### src/design/kp_pkg.sv
// Shared package for the Keccak-p permutation block.
// Holds constants, the controller-to-datapath command type and elaboration-time
// helper functions. Depends on nothing.
`timescale 1ns / 1ps

package kp_pkg;

  // Fixed field widths and block sizes.
  localparam int KP_WORD_W      = 64;
  localparam int KP_LANE_WIDTH  = 64;
  localparam int KP_NUM_LANES   = 25;
  localparam int KP_LAST_LANE   = KP_NUM_LANES - 1;
  localparam int KP_MAX_ROUNDS  = 24;
  localparam int KP_CNT_W       = 5;
  localparam int KP_LFSR_PERIOD = 255;
  localparam int KP_ROUND_BASE  = 12;
  localparam int KP_RHO_STEPS   = 24;

  // The round constant table covers round indices from -12 to 23.
  localparam int KP_RC_OFFSET   = 12;
  localparam int KP_RC_ENTRIES  = 36;
  localparam int KP_RC_SEL_W    = 6;

  // LFSR x^8+x^6+x^5+x^4+1 feedback.
  localparam logic [8:0] KP_LFSR_POLY = 9'h171;

  // Command from the controller to the datapath.
  typedef struct packed {
    logic                   shift;   // shift lanes down, new lane enters at the top
    logic                   round;   // apply one round to all lanes
    logic [KP_RC_SEL_W-1:0] rc_sel;  // round constant entry for this round
  } kp_cmd_t;

  // Floor of log2 of the lane width.
  function automatic int kp_log2(input int w);
    int l;
    l = 0;
    for (int i = 0; i < 7; i++) begin
      if ((2 << i) <= w) begin
        l = i + 1;
      end
    end
    return l;
  endfunction

  // Rho rotation offset of lane 5*y+x, before reduction by the lane width.
  function automatic int kp_rho_off(input int idx);
    int x;
    int y;
    int ny;
    int off;
    x   = 1;
    y   = 0;
    off = 0;
    for (int t = 0; t < KP_RHO_STEPS; t++) begin
      if (5 * y + x == idx) begin
        off = (t + 1) * (t + 2) / 2;
      end
      ny = (2 * x + 3 * y) % 5;
      x  = y;
      y  = ny;
    end
    return off;
  endfunction

  // Iota round constant for round index ir, evaluated at elaboration only.
  function automatic logic [KP_WORD_W-1:0] kp_rc(input int ir, input int l);
    logic [KP_WORD_W-1:0] rc;
    logic [8:0]           r;
    int                   k;
    rc = '0;
    for (int j = 0; j <= l; j++) begin
      k = (((j + 7 * ir) % KP_LFSR_PERIOD) + KP_LFSR_PERIOD) % KP_LFSR_PERIOD;
      r = 9'd1;
      for (int i = 0; i < k; i++) begin
        r = r << 1;
        if (r[8]) begin
          r = r ^ KP_LFSR_POLY;
        end
      end
      rc[(1 << j) - 1] = r[0];
    end
    return rc;
  endfunction

endpackage

### src/design/kp_ctrl.sv
// Controller for the Keccak-p permutation block: load, round and emit phases.
// Holds the round count register and drives the datapath through kp_cmd_t.
// Depends on kp_pkg.
`timescale 1ns / 1ps

module kp_ctrl #(
  parameter int LANE_WIDTH = kp_pkg::KP_LANE_WIDTH
) (
  input  logic                          clk,
  input  logic                          rst_n,
  input  logic                          start,
  output logic                          busy,
  input  logic                          cfg_wr_en,
  input  logic [kp_pkg::KP_CNT_W-1:0]   cfg_wr_data,
  output kp_pkg::kp_cmd_t               cmd,
  output logic                          out_valid,
  output logic [kp_pkg::KP_CNT_W-1:0]   out_lane_index,
  output logic                          out_last_lane
);
  import kp_pkg::*;

  localparam int L       = kp_log2(LANE_WIDTH);
  // Table entry one past the last round; the first round of n sits n entries lower.
  localparam int RC_BASE = KP_ROUND_BASE + 2 * L + KP_RC_OFFSET;

  localparam logic [1:0] ST_LOAD  = 2'd0;
  localparam logic [1:0] ST_ROUND = 2'd1;
  localparam logic [1:0] ST_EMIT  = 2'd2;

  localparam logic [KP_CNT_W-1:0] LAST_IDX   = KP_CNT_W'(KP_LAST_LANE);
  localparam logic [KP_CNT_W-1:0] MAX_ROUNDS = KP_CNT_W'(KP_MAX_ROUNDS);

  logic [1:0]             state_r,     state_nxt;
  logic [KP_CNT_W-1:0]    cnt_r,       cnt_nxt;
  logic [KP_CNT_W-1:0]    round_r,     round_nxt;
  logic [KP_CNT_W-1:0]    nrounds_r,   nrounds_nxt;
  logic [KP_RC_SEL_W-1:0] rc_idx_r,    rc_idx_nxt;
  logic [KP_CNT_W-1:0]    round_cfg_r;
  logic [KP_CNT_W-1:0]    n_sat;

  // Round count register; values above the maximum saturate when used.
  always_ff @(posedge clk) begin
    if (!rst_n) begin
      round_cfg_r <= MAX_ROUNDS;
    end else if (cfg_wr_en) begin
      round_cfg_r <= cfg_wr_data;
    end
  end

  assign n_sat = (round_cfg_r > MAX_ROUNDS) ? MAX_ROUNDS : round_cfg_r;

  // Phase sequencing.
  always_comb begin
    state_nxt   = state_r;
    cnt_nxt     = cnt_r;
    round_nxt   = round_r;
    nrounds_nxt = nrounds_r;
    rc_idx_nxt  = rc_idx_r;
    cmd.shift   = 1'b0;
    cmd.round   = 1'b0;
    cmd.rc_sel  = rc_idx_r;
    case (state_r)
      ST_LOAD: begin
        if (start) begin
          cmd.shift = 1'b1;
          cnt_nxt   = cnt_r + 1'b1;
          if (cnt_r == LAST_IDX) begin
            cnt_nxt     = '0;
            round_nxt   = '0;
            nrounds_nxt = n_sat;
            rc_idx_nxt  = KP_RC_SEL_W'(RC_BASE) - {1'b0, n_sat};
            state_nxt   = (n_sat == '0) ? ST_EMIT : ST_ROUND;
          end
        end
      end
      ST_ROUND: begin
        cmd.round  = 1'b1;
        round_nxt  = round_r + 1'b1;
        rc_idx_nxt = rc_idx_r + 1'b1;
        if (round_r == nrounds_r - 1'b1) begin
          round_nxt = '0;
          state_nxt = ST_EMIT;
        end
      end
      ST_EMIT: begin
        cmd.shift = 1'b1;
        cnt_nxt   = cnt_r + 1'b1;
        if (cnt_r == LAST_IDX) begin
          cnt_nxt   = '0;
          state_nxt = ST_LOAD;
        end
      end
      default: begin
        state_nxt = ST_LOAD;
        cnt_nxt   = '0;
        round_nxt = '0;
      end
    endcase
  end

  always_ff @(posedge clk) begin
    if (!rst_n) begin
      state_r   <= ST_LOAD;
      cnt_r     <= '0;
      round_r   <= '0;
      nrounds_r <= '0;
      rc_idx_r  <= '0;
    end else begin
      state_r   <= state_nxt;
      cnt_r     <= cnt_nxt;
      round_r   <= round_nxt;
      nrounds_r <= nrounds_nxt;
      rc_idx_r  <= rc_idx_nxt;
    end
  end

  // Status and result strobes.
  assign busy           = (state_r != ST_LOAD);
  assign out_valid      = (state_r == ST_EMIT);
  assign out_lane_index = cnt_r;
  assign out_last_lane  = (state_r == ST_EMIT) && (cnt_r == LAST_IDX);

endmodule

### config.mk
export PLATFORM = sky130hd
export DESIGN_NAME = kp_ctrl
export DESIGN_NICKNAME = d
export VERILOG_FILES = /design/src/design/kp_pkg.sv /design/src/design/kp_ctrl.sv
export SDC_FILE = /design/constraint.sdc
export NUM_CORES = 1
export LEC_CHECK = 0
export BUFFER_PORTS_ARGS = -buffer_cell sky130_fd_sc_hd__buf_2
export CAP_MARGIN = 20
export CORE_MARGIN = 5
export CORE_UTILIZATION = 55
export DETAILED_ROUTE_END_ITERATION = 12
export PLACE_DENSITY = 0.78
export SYNTH_ARGS = -nofsm -noshare
export SYNTH_HDL_FRONTEND = slang
export SYNTH_SLANG_ARGS = --single-unit
### constraint.sdc
create_clock -name clk -period 2.7 [get_ports clk]
set_clock_uncertainty 0.1 [all_clocks]
set_input_delay 0.135 -clock clk [delete_from_list [all_inputs] [get_ports clk]]
set_output_delay 0.135 -clock clk [all_outputs]
set_load 0.05 [all_outputs]
# [Word level (Yosys, flattened, before mapping)]
# Cells that the tools add are included.
[word_totals] register_bits=28 inputBits=9 output_inout_bits=16 elab_cells=52
[classes] addsub=5 n_lt_le_gt_ge=1 n_eq_ne=8 mux=20 bitwise=2 n_reduce_logical=10
[ops] op="$mux 5" n=6
[ops] op="$pmux 5 s3" n=2
[ops] op="$mux 6" n=2
[ops] op="$pmux 6 s2" n=1
[ops] op="$add 5x1->5 const B" n=2
[ops] op="$mux 2" n=5
[ops] op="$reduce_and 3->1" n=3
[ops] op="$add 6x1->6 const B" n=1
[ops] op="$ne 2x2->1 const B" n=3
[ops] op="$pmux 2 s3" n=1
[ops] op="$sub 6x5->6 const A" n=1
[ops] op="$eq 5x5->1" n=1
[ops] op="$eq 5x5->1 const B" n=1
[ops] op="$gt 5x5->1 const B" n=1
[ops] op="$logic_not 5->1" n=1
[ops] op="$sub 5x1->5 const B" n=1
[ops] op="$reduce_and 4->1" n=1
[ops] op="$reduce_bool 2->1" n=2
[ops] op="$eq 2x1->1 const B" n=1
[ops] op="$eq 2x2->1 const B" n=1
[ops] op="$logic_not 2->1" n=1
[ops] op="$mux 1" n=2
[ops] op="$ne 2x1->1 const B" n=1
[ops] op="$not 1->1" n=2
[ops] op="3 further kinds" n=3

# [Logic depth before layout (Yosys ltp)]
[depth] ltp_word=7 ltp_mapped=9 depth_no_buf=8

# [Worst setup path after synthesis]
# No wires, ideal clock.
[synth_path] path_kind="reg2reg" from="reg cnt_r[0] (netlist: out_lane_index[0])" to="reg nrounds_r[0]" setup_time_ps=65 arrival_ps=1898 required_time_ps=2535 path_slack_ps=637 path_stages_with_launch=8 n_path_buf=0 synth_period_minus_slack_ps=2063 cell_sequence="dfxtp_1 inv_1 ha_1 and4b_1 nand2_1 nor2_2 mux2_1 nor2_1"
[synth_between] elab_chain_cells=2
[synth_rtl] item="from (decl)" line="kp_ctrl.sv:34" rtl="logic [KP_CNT_W-1:0] cnt_r, cnt_nxt;"
[synth_rtl] item="from (signal assigned)" line="kp_ctrl.sv:110" rtl="cnt_r <= cnt_nxt;"
[synth_rtl] item="$eq 5x5->1" line="kp_ctrl.sv:67" rtl="if (cnt_r == LAST_IDX) begin"
[synth_rtl] item="$reduce_and 3->1 (no line)"
[synth_rtl] item="to (signal assigned)" line="kp_ctrl.sv:112" rtl="nrounds_r <= nrounds_nxt;"
[synth_rtl] item="to (decl)" line="kp_ctrl.sv:36" rtl="logic [KP_CNT_W-1:0] nrounds_r, nrounds_nxt;"
# No other way between the ends.
# A chain may end at the register's enable or synchronous reset.

# [Final worst setup path]
[layout_path] from="reg nrounds_r[0]" to="reg round_r[4]"
[layout_between] elab_chain_cells=4
[layout_rtl] item="$sub 5x1->5" line="kp_ctrl.sv:80" rtl="if (round_r == nrounds_r - 1'b1) begin"
[layout_rtl] item="$eq 5x5->1" line="kp_ctrl.sv:80"
[layout_rtl] item="$mux 5" line="kp_ctrl.sv:80"
[layout_rtl] item="$pmux 5 s3" line="kp_ctrl.sv:62" rtl="case (state_r)"
[layout_rtl] item="to (signal assigned)" line="kp_ctrl.sv:111" rtl="round_r <= round_nxt;"
[layout_rtl] item="to (decl)" line="kp_ctrl.sv:35" rtl="logic [KP_CNT_W-1:0] round_r, round_nxt;"
# No other way between the ends.

==> results.md <==
- Fill cells: 244
- Largest net degree at the start of global routing: 21
- Routed vias: ~1400
- Overall routing resource usage: 0.180
- Root buffer cell: clkbuf_4
- Vias per cell: 5.85
- Post-route minimum period: around 2.3 ns
- Fin crit share: 0.847
- Peak VDD IR: between 0.3 and 0.4 mV
- Area growth from synthesis to layout: 14.8%
- ANT nets after route: 0
- Top_reg_cell synth: dfxtp_1
- Port bufs: 24
- H-Tree Depth: 1
- Core Rows: 19
- Leading cell type in the layout, fill and taps excluded: dfxtp_1
- Setup TNS Final: 0 ns
- Max transition margin: 0.566
- Iter 0 DRT Violations: 56
- Post-CTS sizing: 0
- Clock-pin slew on the worst setup and hold paths: roughly 0.17 ns
- Critical path peak fanout: 6
- Initial antenna violation count: 0
- Gr ovfl total: 0
- CP arrival: between 2 and 2.5 ns
- Async SR Flop Fraction: 0
- Post-Synthesis Cells: between 150 and 200
- Yosys cell types: 47
- CTS Buf Count: 3
- Final net count: about 230
- Post-synth EDFFs: 0
- Clock Latency Late Sink: roughly 0.34 ns
- Clk buf depth: 2
- Dpl ws: ~0.45 ns
- Remaining DRCs: 0
- Crit end category: register
- Max Freq: 437 MHz
- Outcome: finished clean
- Area of the multi-input gates: approximately 950 µm²
- Initial DRT Pass Iterations: 6
- Synthesized flop and latch total: 28
- Syn_nets: approximately 200
- Setup WS post-layout: between 0.4 and 0.5 ns
- Vias in the first global route: ~1400
- Min Hold Slack: around 0.054 ns
- Pwr Density: 396 mW/mm²
- Transition time of the tightest slew-check pin: approximately 0.65 ns
- Sequential cell area: between 500 and 600 µm²
- Maxcap violations: 0
- Leakage: 0.806 nW
- DRT Wirelength: 3.66 mm
- Global-route wire length before repair: 6.07 mm
- DIE HEIGHT: 63.4 µm
- Hold/Removal Path Class: in2reg
- Post-Syn Area: 0.00157 mm²
- WS Path Type: reg2reg
- Routability Congestion: ~0.80
- I/O pins: 25
- Slew Limit Fails: 0
- WL/cell: around 15 µm
- Finish-stage setup viols: 0
- Most frequent cells in the layout: dfxtp_1, buf_2, nor2_1
- Die X: approximately 63 µm
- Detailed Place HPWL: approximately 2.7 mm
- Count of final hold-check violations: 0
- Die ar.: around 0.0040 mm²
- CORE AREA: about 0.0027 mm²
- Clock sink total: 28
- Mean Syn Cell Area: between 8 and 9 µm²
- RSZ-0062 raised after global routing: false
- Sequential area share after synthesis: 0.357
- Setup crit start kind: register
- Critical Path RT: 2.83 ns
- Initial Util: 0.574
- Ant diodes: 0
- Setup Fix Bufs, Post-CTS: 0
- Warning count from the yosys run: 0
- Layout cells sized above 1: 0.177
- CTS tree: done
[sequential cells by signal, indices dropped and copies added, names as in the netlist]
register,count
round_cfg_r,5
round_r,5
state_r,2
rc_idx_r,6
nrounds_r,5
out_lane_index,5
[path summary, 6_finish.rpt]
kind / startpoint / endpoint / slack, ns / cells after the start
hold reg to reg: out_lane_index[0] / out_lane_index[0] / 0.42 / 2
hold / removal: cfg_wr_en / round_cfg_r[3] / 0.05 / 2
setup / recovery: nrounds_r[0] / round_r[4] / 0.41 / 7
setup reg to reg: nrounds_r[0] / round_r[4] / 0.41 / 7
[per-stage QoR]
stage               instance area, µm²  cells   util  power, W
floorplan                         1570    187      -  0.000482
global placement                  1710    236  0.624  0.000497
detailed placement                1710    236  0.624  0.000500
CTS                               1800    246  0.659  0.000709
global route                      1800    246  0.659  0.000736
finish                            1800    246  0.659  0.000713
[kinds of logic after synthesis]
group,Yosys count,synth area share
AOI/OAI and AO/OA,45,0.195
xor gates and xnor gates,7,0.0439
adders and majority gates,6,0.0478
buffers and inverters,16,0.0383
DFF,28,0.357
muxes,10,0.0654
and+or+nand+nor,75,0.253
[metal layers]
metal	track usage	part of all wire
met1	0.227	0.46
met2	0.319	0.50
met3	0.0178	0.028
met4	0.0545	0.013
met5	0	0
[where the power goes]
part	switching, W	total [W]	internal (W)
sequential	0.00000871	0.000429	0.000420
combinational	0.0000433	0.0000713	0.0000280
clock	0.000130	0.000213	0.0000826
[cell type report]
class	count	area share
well taps	31	0.0215
inverters	10	0.0208
repair buffers	30	0.100
flip-flops and latches	28	0.311
clock buffers	4	0.0201
multi-input cells	143	0.526
[cells in the mapped netlist (all sizes together), types with 5 or more instances]
cell type | n | share of area
clkbuf | 6 | 0.014
a21oi | 17 | 0.054
xnor2 | 5 | 0.033
nand2 | 12 | 0.029
nor2b | 5 | 0.020
nor2 | 22 | 0.056
inv | 10 | 0.024
ha | 6 | 0.048
mux2i | 8 | 0.051
o21ai | 10 | 0.032
and2 | 6 | 0.024
nor3 | 6 | 0.019
dfxtp | 28 | 0.36
nand3 | 7 | 0.022
[timing repair]
item / 4_1_cts / 5_1_grt
endpoints found under the hold margin: 7 / 0
hold buffers: 6 / 0
setup endpoints to repair: 0 / 0
[worst max-delay path, stage by stage (launching register included)]
cell	delay (ns)
dfxtp_1	0.40
inv_1	0.07
ha_1	0.23
nor2b_1	0.14
or3_4	0.38
a311oi_4	0.46
nor2_2	0.13
a211o_1	0.28
Note: power is estimated with default switching activity, not from simulation.
